--- config.mk ---
export PLATFORM = sky130hd
export DESIGN_NAME = gac_ctrl
export DESIGN_NICKNAME = d
export VERILOG_FILES = /design/src/rtl/core/gac_pkg.sv /design/src/rtl/core/gac_ctrl.sv
export SDC_FILE = /design/constraint.sdc
export NUM_CORES = 1
export LEC_CHECK = 0
export ABC_AREA = 1
export ABC_CLOCK_PERIOD_IN_PS = 900
export BUFFER_PORTS_ARGS = -buffer_cell sky130_fd_sc_hd__buf_2
export CAP_MARGIN = 40
export CORE_AREA = 3 3 40 42
export DETAILED_ROUTE_END_ITERATION = 8
export DIE_AREA = 0 0 43 45
export PLACE_DENSITY = 0.6
export SYNTH_ARGS = -nofsm -noshare
export SYNTH_HDL_FRONTEND = slang
export SYNTH_SLANG_ARGS = --single-unit
--- constraint.sdc ---
create_clock -name clk -period 0.9 [get_ports clk]
set_input_delay 0.09 -clock clk [delete_from_list [all_inputs] [get_ports clk]]
set_output_delay 0.09 -clock clk [all_outputs]
set_load 0.1 [all_outputs]
--- src/rtl/core/gac_pkg.sv ---
`timescale 1ns / 1ps

package gac_pkg;

	localparam int CODE_W = 16;
	localparam int DIM_W  = 10;
	localparam int FH_W   = 9;
	localparam int STAT_W = 2;
	localparam int IN_TDATA_W  = 40;
	localparam int OUT_TDATA_W = 72;

	localparam logic [CODE_W-1:0] NEWLINE_CODE = 16'd10;
	localparam logic [FH_W-1:0]   FH_RESET     = 9'd32;

	localparam logic [STAT_W-1:0] STAT_HIT     = 2'd0;
	localparam logic [STAT_W-1:0] STAT_PLACE   = 2'd1;
	localparam logic [STAT_W-1:0] STAT_EVICT   = 2'd2;
	localparam logic [STAT_W-1:0] STAT_NEWLINE = 2'd3;

	typedef enum logic [2:0] {
		ST_CLEAR,
		ST_IDLE,
		ST_LOOKUP,
		ST_DECIDE,
		ST_SLOTRD,
		ST_LINK1,
		ST_LINK2,
		ST_RESP
	} gac_state_t;

	typedef struct packed {
		logic take;
		logic accept;
		logic clr;
		logic lookup;
		logic place;
		logic select;
		logic capture;
		logic link1;
		logic link2;
		logic respond;
	} gac_cmd_t;

	typedef struct packed {
		logic clear_done;
		logic newline;
		logic map_hit;
		logic free;
		logic out_free;
	} gac_status_t;

endpackage

--- src/rtl/core/gac_ctrl.sv ---
`timescale 1ns / 1ps

module gac_ctrl (
	input  logic                 clk,
	input  logic                 arst_n,
	input  logic                 in_valid,
	input  gac_pkg::gac_status_t st,
	output gac_pkg::gac_cmd_t    cmd
);

	import gac_pkg::*;

	gac_state_t state_q, state_d;

	always_ff @(posedge clk or negedge arst_n) begin
		if (!arst_n) begin
			state_q <= ST_CLEAR;
		end else begin
			state_q <= state_d;
		end
	end

	always_comb begin
		state_d = state_q;
		cmd     = '0;
		case (state_q)
			ST_CLEAR: begin
				cmd.clr = 1'b1;
				if (st.clear_done) begin
					state_d = ST_IDLE;
				end
			end
			ST_IDLE: begin
				cmd.take   = 1'b1;
				cmd.accept = in_valid;
				if (in_valid) begin
					state_d = st.newline ? ST_RESP : ST_LOOKUP;
				end
			end
			ST_LOOKUP: begin
				cmd.lookup = 1'b1;
				state_d    = ST_DECIDE;
			end
			ST_DECIDE: begin
				if (!st.map_hit && st.free) begin
					cmd.place = 1'b1;
					state_d   = ST_RESP;
				end else begin
					cmd.select = 1'b1;
					state_d    = ST_SLOTRD;
				end
			end
			ST_SLOTRD: begin
				cmd.capture = 1'b1;
				state_d     = ST_LINK1;
			end
			ST_LINK1: begin
				cmd.link1 = 1'b1;
				state_d   = ST_LINK2;
			end
			ST_LINK2: begin
				cmd.link2 = 1'b1;
				state_d   = ST_RESP;
			end
			ST_RESP: begin
				if (st.out_free) begin
					cmd.respond = 1'b1;
					state_d     = ST_IDLE;
				end
			end
			default: begin
				state_d = ST_IDLE;
			end
		endcase
	end

	a_lookup_follows: assert property (@(posedge clk) disable iff (!arst_n)
		(state_q == ST_IDLE && in_valid && !st.newline) |=> state_q == ST_LOOKUP)
		else $error("accepted item skipped the map lookup");

endmodule
==> out/qor.yml, run 1 <==
routedWlPerCell_um: 12.7
finalMaxSlewViolations: 0
synth_xor_area_frac: 0
cp.arrival_ns: 1.31
synth_top_area_share: 0.214
grt_overflow_total: 0
grt_first_pass_wirelength_mm: 1.79
largest_register_ffs: 3
ys_types: 18
worstMarginPinSlew_ns: 0.351
synth_compound_area_frac: 0.0571
wirelength_mm: 1.25
drc: 0
synth.largest_area_cell: "dfrtp_1"
synth_edf_count: 0
grt_max_degree: 10
postRouteAntennaNets: 0
synth_warnings: 0
wl_met2_um: 682
vias_per_cell: 4.68
finClkSkew_ns: 0.00368
synthSimpleGateAreaFrac: 0.514
numCtsBuffers: 3
start_util: 0.273
insertion_delay_ns: 0.24
design_area_um2: 912
core_region_area_um2: 1280
yosysSeqAreaShare: 0.214
fp-row-count: 13
final_nets: 92
layout_top_registers: "state_q x3"
clk_pin_slew_ns: 0.04
die_area_um2: 1940
hold_depth: 3
die_h_um: 45
status: "finished with violations"
n_antenna_cell: 0
min_path_type: "input pin to flip-flop"
crit_path_start_kind: "flip-flop"
highest_layer: "met4"
wl_met3_um: 67
async_flop_share: 1.00
wl_met1_um: 482
path_max_fanout: 6
final_layout_size_suffix_gt1_frac: 0.795
hp-start: "st[4]"
hpwlAfterDp_um: 748
min_period_ns: 1.40
synth_cells: 50
synthAdderAreaFrac: 0
die_x_um: 43
io_pins: 18
ys_seq_elements: 3
cts.htree.levels: 1
synth.cell_area_um2: 350
synth_top_family_by_area: "simple AND/OR/NAND/NOR gates"
syn-num-nets: 58
port_buffers: 17
cts_max_path_buffers: 2
grt_pass1_vias: 410
syn_avg_cell_area_um2: 7.01
setup_viol: 13
max_freq_mhz: 712
firstDrtPassIters: 4
fin_ws_ns: -0.504
antenna_found_initial: 0
worstSetupPathType: "flip-flop to primary output"
synthFlopType: "dfrtp_1"
fin_crit_sh: 1.56
maxCapViolations: 0
violations: "setup timing"
syn2layout_area_growth_pct: 160
worstPathRequired_ns: 0.81
cts_tree: "yes"
detailedPlace.worstSlack_ns: -0.354
reg2reg_setup_slack_ns: -0.40
largest_register: "state_q"
end_kind: "primary output"
hold_violations: 0
synth.mux.area_fraction: 0
stdcell_count: 98
netlist_top_cells_area: "dfrtp_1, nor2_1, buf_6"
r2r_start: "state_q[0]"
grt.total_usage: 0.124
via_count: 459
relSlewSlack: 0.765
place_inst: 87
netlist_top_cells_count: "nor2_1, inv_1, nand2_1"
min_to: "state_q[0]"
synth_most_common_cell: "nor2_1"
cts_sinks: 3
r2r_cells: 9
first_iter_violations: 8
root_buffer: "clkbuf_4"
placed_cell_area_um2: 747
r2r_end: "state_q[0]"
rsz0062_at_grt: "yes"
gp_congestion: 0.794
[per-layer routing]
layer  GRT usage  vias up
li1            -      222
met1       0.151      216
met2       0.189       19
met3      0.0239        2
met4       0.102        0
met5           0        -
[what timing repair did]
| item | 4_1_cts | 5_1_grt |
|---|---|---|
| setup buffers | 2 | 4 |
| setup endpoints to repair | 13 | 13 |
| resized for setup | 7 | 16 |
| hold buffers | 1 | 0 |
| pin swaps | 0 | 7 |
| hold endpoints to repair | 3 | 0 |
[cells in the final DEF (no fill, tap or decap), types with 2 or more instances in the layout]
master	Yosys	layout
nor2_2	1	2
nand2_4	1	6
inv_1	5	3
buf_6	3	5
clkbuf_4	0	3
nand4_1	2	2
nor2_1	11	3
inv_8	1	2
nand3_1	3	3
nor2_4	0	7
dfrtp_2	0	3
o21ai_2	0	2
buf_2	0	7
nor3_4	0	2
buf_12	0	12
nand2_1	5	3
buf_4	0	7
[kinds of logic (layout without fill, tap and decap cells)]
| kind of cell | count (synthesis) | in the layout |
|---|---|---|
| simple gates | 31 | 31 |
| buf+inv | 12 | 45 |
| flops | 3 | 3 |
| compound gates | 4 | 4 |
[how the worst max path moves through the flow]
stage	slack (ns)	startpoint	endpoint
floorplan	-0.56	state_q[1]	cmd[8]
global placement	-0.33	state_q[0]	state_q[1]
detailed placement	-0.35	state_q[0]	state_q[0]
CTS	-0.51	state_q[0]	cmd[8]
global route	-0.55	state_q[1]	cmd[8]
finish	-0.50	state_q[1]	cmd[8]
[area by class of cell]
class / instances / area, um2
flip-flops and latches: 3 / 78.8
well taps: 15 / 18.8
clock buffers: 4 / 26.3
multi-input cells: 35 / 327
inverters: 9 / 67.6
fillers: 91 / 373
repair buffers: 32 / 394
[critical path: stages, from the launching register on]
cell	delay, ns
dfrtp_2	0.45
buf_6	0.15
inv_8	0.06
nand2_8	0.06
nor3_4	0.15
buf_12	0.20
[per-stage QoR]
stage / TNS [ns] / util / hold WS (ns)
4_1_cts: -5.44 / 0.635 / 0.0848
3_3_place_gp: -3.59 / 0.581 / -0.113
5_1_grt: -6.08 / 0.710 / 0.120
6_report: -5.57 / 0.710 / 0.0950
2_1_floorplan: -4.54 / - / -0.206
3_5_place_dp: -3.77 / 0.581 / -0.114
Power of run 1 is not shown: default switching activity piles up to over one toggle a cycle in this logic, so the estimate is an artifact.
==> run 2, diff against run 1 <==
--- a/config.mk
+++ b/config.mk
@@ -7,12 +7,13 @@
 export LEC_CHECK = 0
 export ABC_AREA = 1
 export ABC_CLOCK_PERIOD_IN_PS = 900
-export BUFFER_PORTS_ARGS = -buffer_cell sky130_fd_sc_hd__buf_2
+export BUFFER_PORTS_ARGS = -buffer_cell sky130_fd_sc_hd__clkbuf_2
 export CAP_MARGIN = 40
 export CORE_AREA = 3 3 40 42
 export DETAILED_ROUTE_END_ITERATION = 8
 export DIE_AREA = 0 0 43 45
 export PLACE_DENSITY = 0.6
+export RECOVER_POWER = 100
 export SYNTH_ARGS = -nofsm -noshare
 export SYNTH_HDL_FRONTEND = slang
 export SYNTH_SLANG_ARGS = --single-unit
==> out/qor.yml, run 2 (synthesis results as in run 1) <==
status: "finished with violations"
violations: "setup timing"
vias_per_cell: 4.40
insertion_delay_ns: 0.23
largest_register_ffs: 3
finClkSkew_ns: 0.00221
cts_max_path_buffers: 2
hpwlAfterDp_um: 762
crit_path_start_kind: "flip-flop"
firstDrtPassIters: 4
syn2layout_area_growth_pct: 155
grt.total_usage: 0.141
end_kind: "primary output"
root_buffer: "clkbuf_4"
relSlewSlack: 0.751
via_count: 436
fin_crit_sh: 1.52
clk_pin_slew_ns: 0.04
worstSetupPathType: "flip-flop to primary output"
numCtsBuffers: 3
grt_pass1_vias: 470
final_common_cell: "buf_12"
utilization: 0.694
start_util: 0.273
min_period_ns: 1.37
reg2reg_setup_slack_ns: -0.43
grt_overflow_total: 0
maxCapViolations: 0
cts_sinks: 3
cts_tree: "yes"
core_region_area_um2: 1280
hold_violations: 0
largest_register: "state_q"
worstMarginPinSlew_ns: 0.373
wl_met1_um: 434
cts.htree.levels: 1
drc: 0
layout_top_registers: "state_q x3"
n_antenna_cell: 0
gp_congestion: 0.804
layout_common_cells: "buf_12, buf_4, nor2_4"
wl_met2_um: 574
max_freq_mhz: 729
final_layout_size_suffix_gt1_frac: 0.762
die_area_um2: 1940
wl_met3_um: 69
io_pins: 18
cp.arrival_ns: 1.28
first_iter_violations: 9
routedWlPerCell_um: 11.3
grt_max_degree: 8
fin_ws_ns: -0.472
grt_first_pass_wirelength_mm: 2.01
postRouteAntennaNets: 0
highest_layer: "met4"
path_max_fanout: 5
final_nets: 93
setup_viol: 13
antenna_found_initial: 0
fp-row-count: 13
worstPathRequired_ns: 0.81
finalMaxSlewViolations: 0
die_h_um: 45
rsz0062_at_grt: "yes"
wirelength_mm: 1.12
port_buffers: 17
die_x_um: 43
min_path_type: "input pin to flip-flop"
==> run 2: cell count changes in the layout (fill, tap and decap cells not counted), sizes merged <==
cell,change
buf,-6
clkbuf,+7
==> run 2: final timing paths <==
check,from,cells after the start,to
setup reg to reg,state_q[2],8,state_q[0]
setup / recovery,state_q[2],3,cmd[8]
min in group asynchronous,arst_n,2,state_q[2]
hold / removal,st[4],3,state_q[0]
max in group asynchronous,arst_n,2,state_q[0]
hold reg to reg,state_q[1],3,state_q[1]
==> run 2: layer usage <==
layer / vias to the layer above / global-route usage
met5: - / 0
met2: 19 / 0.225
met3: 4 / 0.00797
met1: 194 / 0.167
met4: 0 / 0.139
li1: 219 / -
==> run 2: through the flow <==
stage | cells | instance area [um2] | worst slack (ns) | TNS [ns] | hold slack (ns)
after CTS | 96 | 855 | -0.478 | -5.18 | 0.119
after global placement | 86 | 739 | -0.376 | -4.28 | -0.111
after floorplan | 50 | 458 | -0.559 | -4.54 | -0.206
after detailed placement | 86 | 739 | -0.397 | -4.41 | -0.113
after global routing | 99 | 892 | -0.516 | -6.02 | 0.104
final | 99 | 892 | -0.472 | -5.37 | 0.108
==> run 2: final cells by class <==
cell class	instances	area [um2]
Timing Repair Buffer	33	393
Fill cell	94	393
Multi-Input combinational cell	35	310
Sequential cell	3	78.8
Inverter	9	65.1
Clock buffer	4	26.3
Tap cell	15	18.8
==> run 2: critical path, stage by stage, from the launching register on <==
cell,delay [ns]
dfrtp_2,0.47
buf_12,0.17
nor3_4,0.21
buf_12,0.20
==> run 2: what timing repair did <==
action / 4_1_cts / 5_1_grt
pin swaps: 2 / 3
hold endpoints to repair: 3 / 0
buffers inserted: 5 / 3
resized for setup: 12 / 4
hold buffers: 1 / 0
setup endpoints to repair: 13 / 13
gates cloned: 0 / 0
Power of run 2 is left out for the same reason.
==> run 3, diff against run 2 <==
--- a/config.mk
+++ b/config.mk
@@ -6,13 +6,14 @@
 export NUM_CORES = 1
 export LEC_CHECK = 0
 export ABC_AREA = 1
-export ABC_CLOCK_PERIOD_IN_PS = 900
+export ABC_CLOCK_PERIOD_IN_PS = 1800
 export BUFFER_PORTS_ARGS = -buffer_cell sky130_fd_sc_hd__clkbuf_2
 export CAP_MARGIN = 40
 export CORE_AREA = 3 3 40 42
 export DETAILED_ROUTE_END_ITERATION = 8
 export DIE_AREA = 0 0 43 45
-export PLACE_DENSITY = 0.6
+export GPL_TIMING_DRIVEN = 0
+export PLACE_DENSITY = 0.58
 export RECOVER_POWER = 100
 export SYNTH_ARGS = -nofsm -noshare
 export SYNTH_HDL_FRONTEND = slang
==> constraint.sdc (replaced) <==
create_clock -name clk -period 1.8 [get_ports clk]
set_input_delay 0.18 -clock clk [delete_from_list [all_inputs] [get_ports clk]]
set_output_delay 0.18 -clock clk [all_outputs]
set_load 0.1 [all_outputs]
==> out/qor.yml, run 3 (synthesis results as in run 1) <==
fp-row-count: 13
final_nets: 81
finClkSkew_ns: 0.00213
cts_sinks: 3
via_count: 352
die_area_um2: 1940
min_to: "state_q[0]"
cp.arrival_ns: 1.51
grt_overflow_total: 0
reg2reg_setup_slack_ns: 0.69
gp_congestion: 0.702
rsz0062_at_grt: "no"
end_kind: "primary output"
cts_max_path_buffers: 2
finalMaxSlewViolations: 0
fin_ws_ns: 0.106
largest_register_ffs: 3
grt_pass1_vias: 295
fin_crit_sh: 0.941
clk_pin_slew_ns: 0.04
stdcell_count: 87
grt_first_pass_wirelength_mm: 1.30
vias_per_cell: 4.05
setup_viol: 0
final_layout_size_suffix_gt1_frac: 0.486
first_iter_violations: 5
worstMarginPinSlew_ns: 0.541
hpwlAfterDp_um: 592
grt.total_usage: 0.0883
wirelength_um: 757
core_region_area_um2: 1280
max_freq_mhz: 590
hp-start: "st[4]"
antenna_found_initial: 0
whs_ns: 0.210
numCtsBuffers: 3
r2r_cells: 8
worstSetupPathType: "flip-flop to primary output"
hold_depth: 3
detailedPlace.worstSlack_ns: 0.323
die_h_um: 45
start_util: 0.273
final_common_cell: "clkbuf_2"
path_max_fanout: 9
root_buffer: "clkbuf_4"
grt_max_degree: 10
worstPathRequired_ns: 1.62
crit_chain: "buf_6, inv_2, nand3_1, nor2_2, clkbuf_2"
n_antenna_cell: 0
firstDrtPassIters: 3
postRouteAntennaNets: 0
insertion_delay_ns: 0.23
min_period_ns: 1.69
syn2layout_area_growth_pct: 41.1
cts.htree.levels: 1
r2r_end: "state_q[0]"
drc: 0
r2r_start: "state_q[2]"
crit_path_start_kind: "flip-flop"
place_inst: 82
status: "finished, final reports clean"
relSlewSlack: 0.641
fillCellCount: 151
maxCapViolations: 0
critPathMaxStageDelay_ns: 0.45
io_pins: 18
hold_violations: 0
layout_common_cells: "clkbuf_2, nor2_1, inv_1, nand2_1, nor2_2"
port_buffers: 17
cts_tree: "yes"
routedWlPerCell_um: 8.70
die_x_um: 43
min_path_type: "input pin to flip-flop"
layout_top_registers: "state_q x3"
slowest_stage: "clkbuf_2"
largest_register: "state_q"
==> run 3: changes by cell type in the layout (fill, tap and decap cells not counted), moves of 3 or more <==
cell	delta
nor2_2	+4
dfrtp_1	+3
buf_4	-10
nor2_4	-7
buf_12	-12
dfrtp_2	-3
nand2_1	+3
inv_1	+3
nor2_1	+3
clkbuf_2	+10
nand2_4	-4
==> run 3: critical path, delay by kind of cell, from the launching register on <==
kind          cells  cell delay [ns]
buf+inv           3             0.70
flops             1             0.36
simple gates      2             0.21
==> run 3: routing by layer <==
layer,vias up,part of all wire,GRT usage
li1,201,-,-
met1,141,0.50,0.121
met2,10,0.45,0.132
met3,0,0.054,0.0120
met4,0,0,0.0542
met5,-,0,0
==> run 3: worst max-delay path by stage <==
stage / startpoint / endpoint / slack (ns) / depth (start not counted)
finish: state_q[2] / cmd[4] / 0.11 / 5
global route: state_q[2] / cmd[4] / 0.03 / 5
CTS: state_q[2] / cmd[4] / 0.08 / 5
detailed placement: state_q[2] / cmd[4] / 0.32 / 5
global placement: state_q[2] / cmd[4] / 0.32 / 5
floorplan: state_q[0] / cmd[1] / -0.26 / 4
==> run 3: repair_timing <==
action	CTS	global route
setup endpoints to repair	0	1
setup buffers	0	0
hold buffers	1	0
hold endpoints to repair	3	0
resized for setup	0	1
==> run 3: cell type report <==
cell class / count / area (um2) / area share
Multi-Input combinational cell: 35 / 205 / 0.415
Inverter: 9 / 41.3 / 0.0835
Tap cell: 15 / 18.8 / 0.0380
Clock buffer: 4 / 26.3 / 0.0532
Buffer: 3 / 33.8 / 0.0684
Sequential cell: 3 / 75.1 / 0.152
Timing Repair Buffer: 18 / 93.8 / 0.190
==> run 3: per-stage QoR <==
stage	util	instance area [um2]	setup TNS (ns)
after floorplan	-	368	-0.791
after global placement	0.367	472	0
after detailed placement	0.367	472	0
after CTS	0.395	508	0
after global routing	0.385	494	0
final	0.385	494	0
Power of run 3 is left out for the same reason.
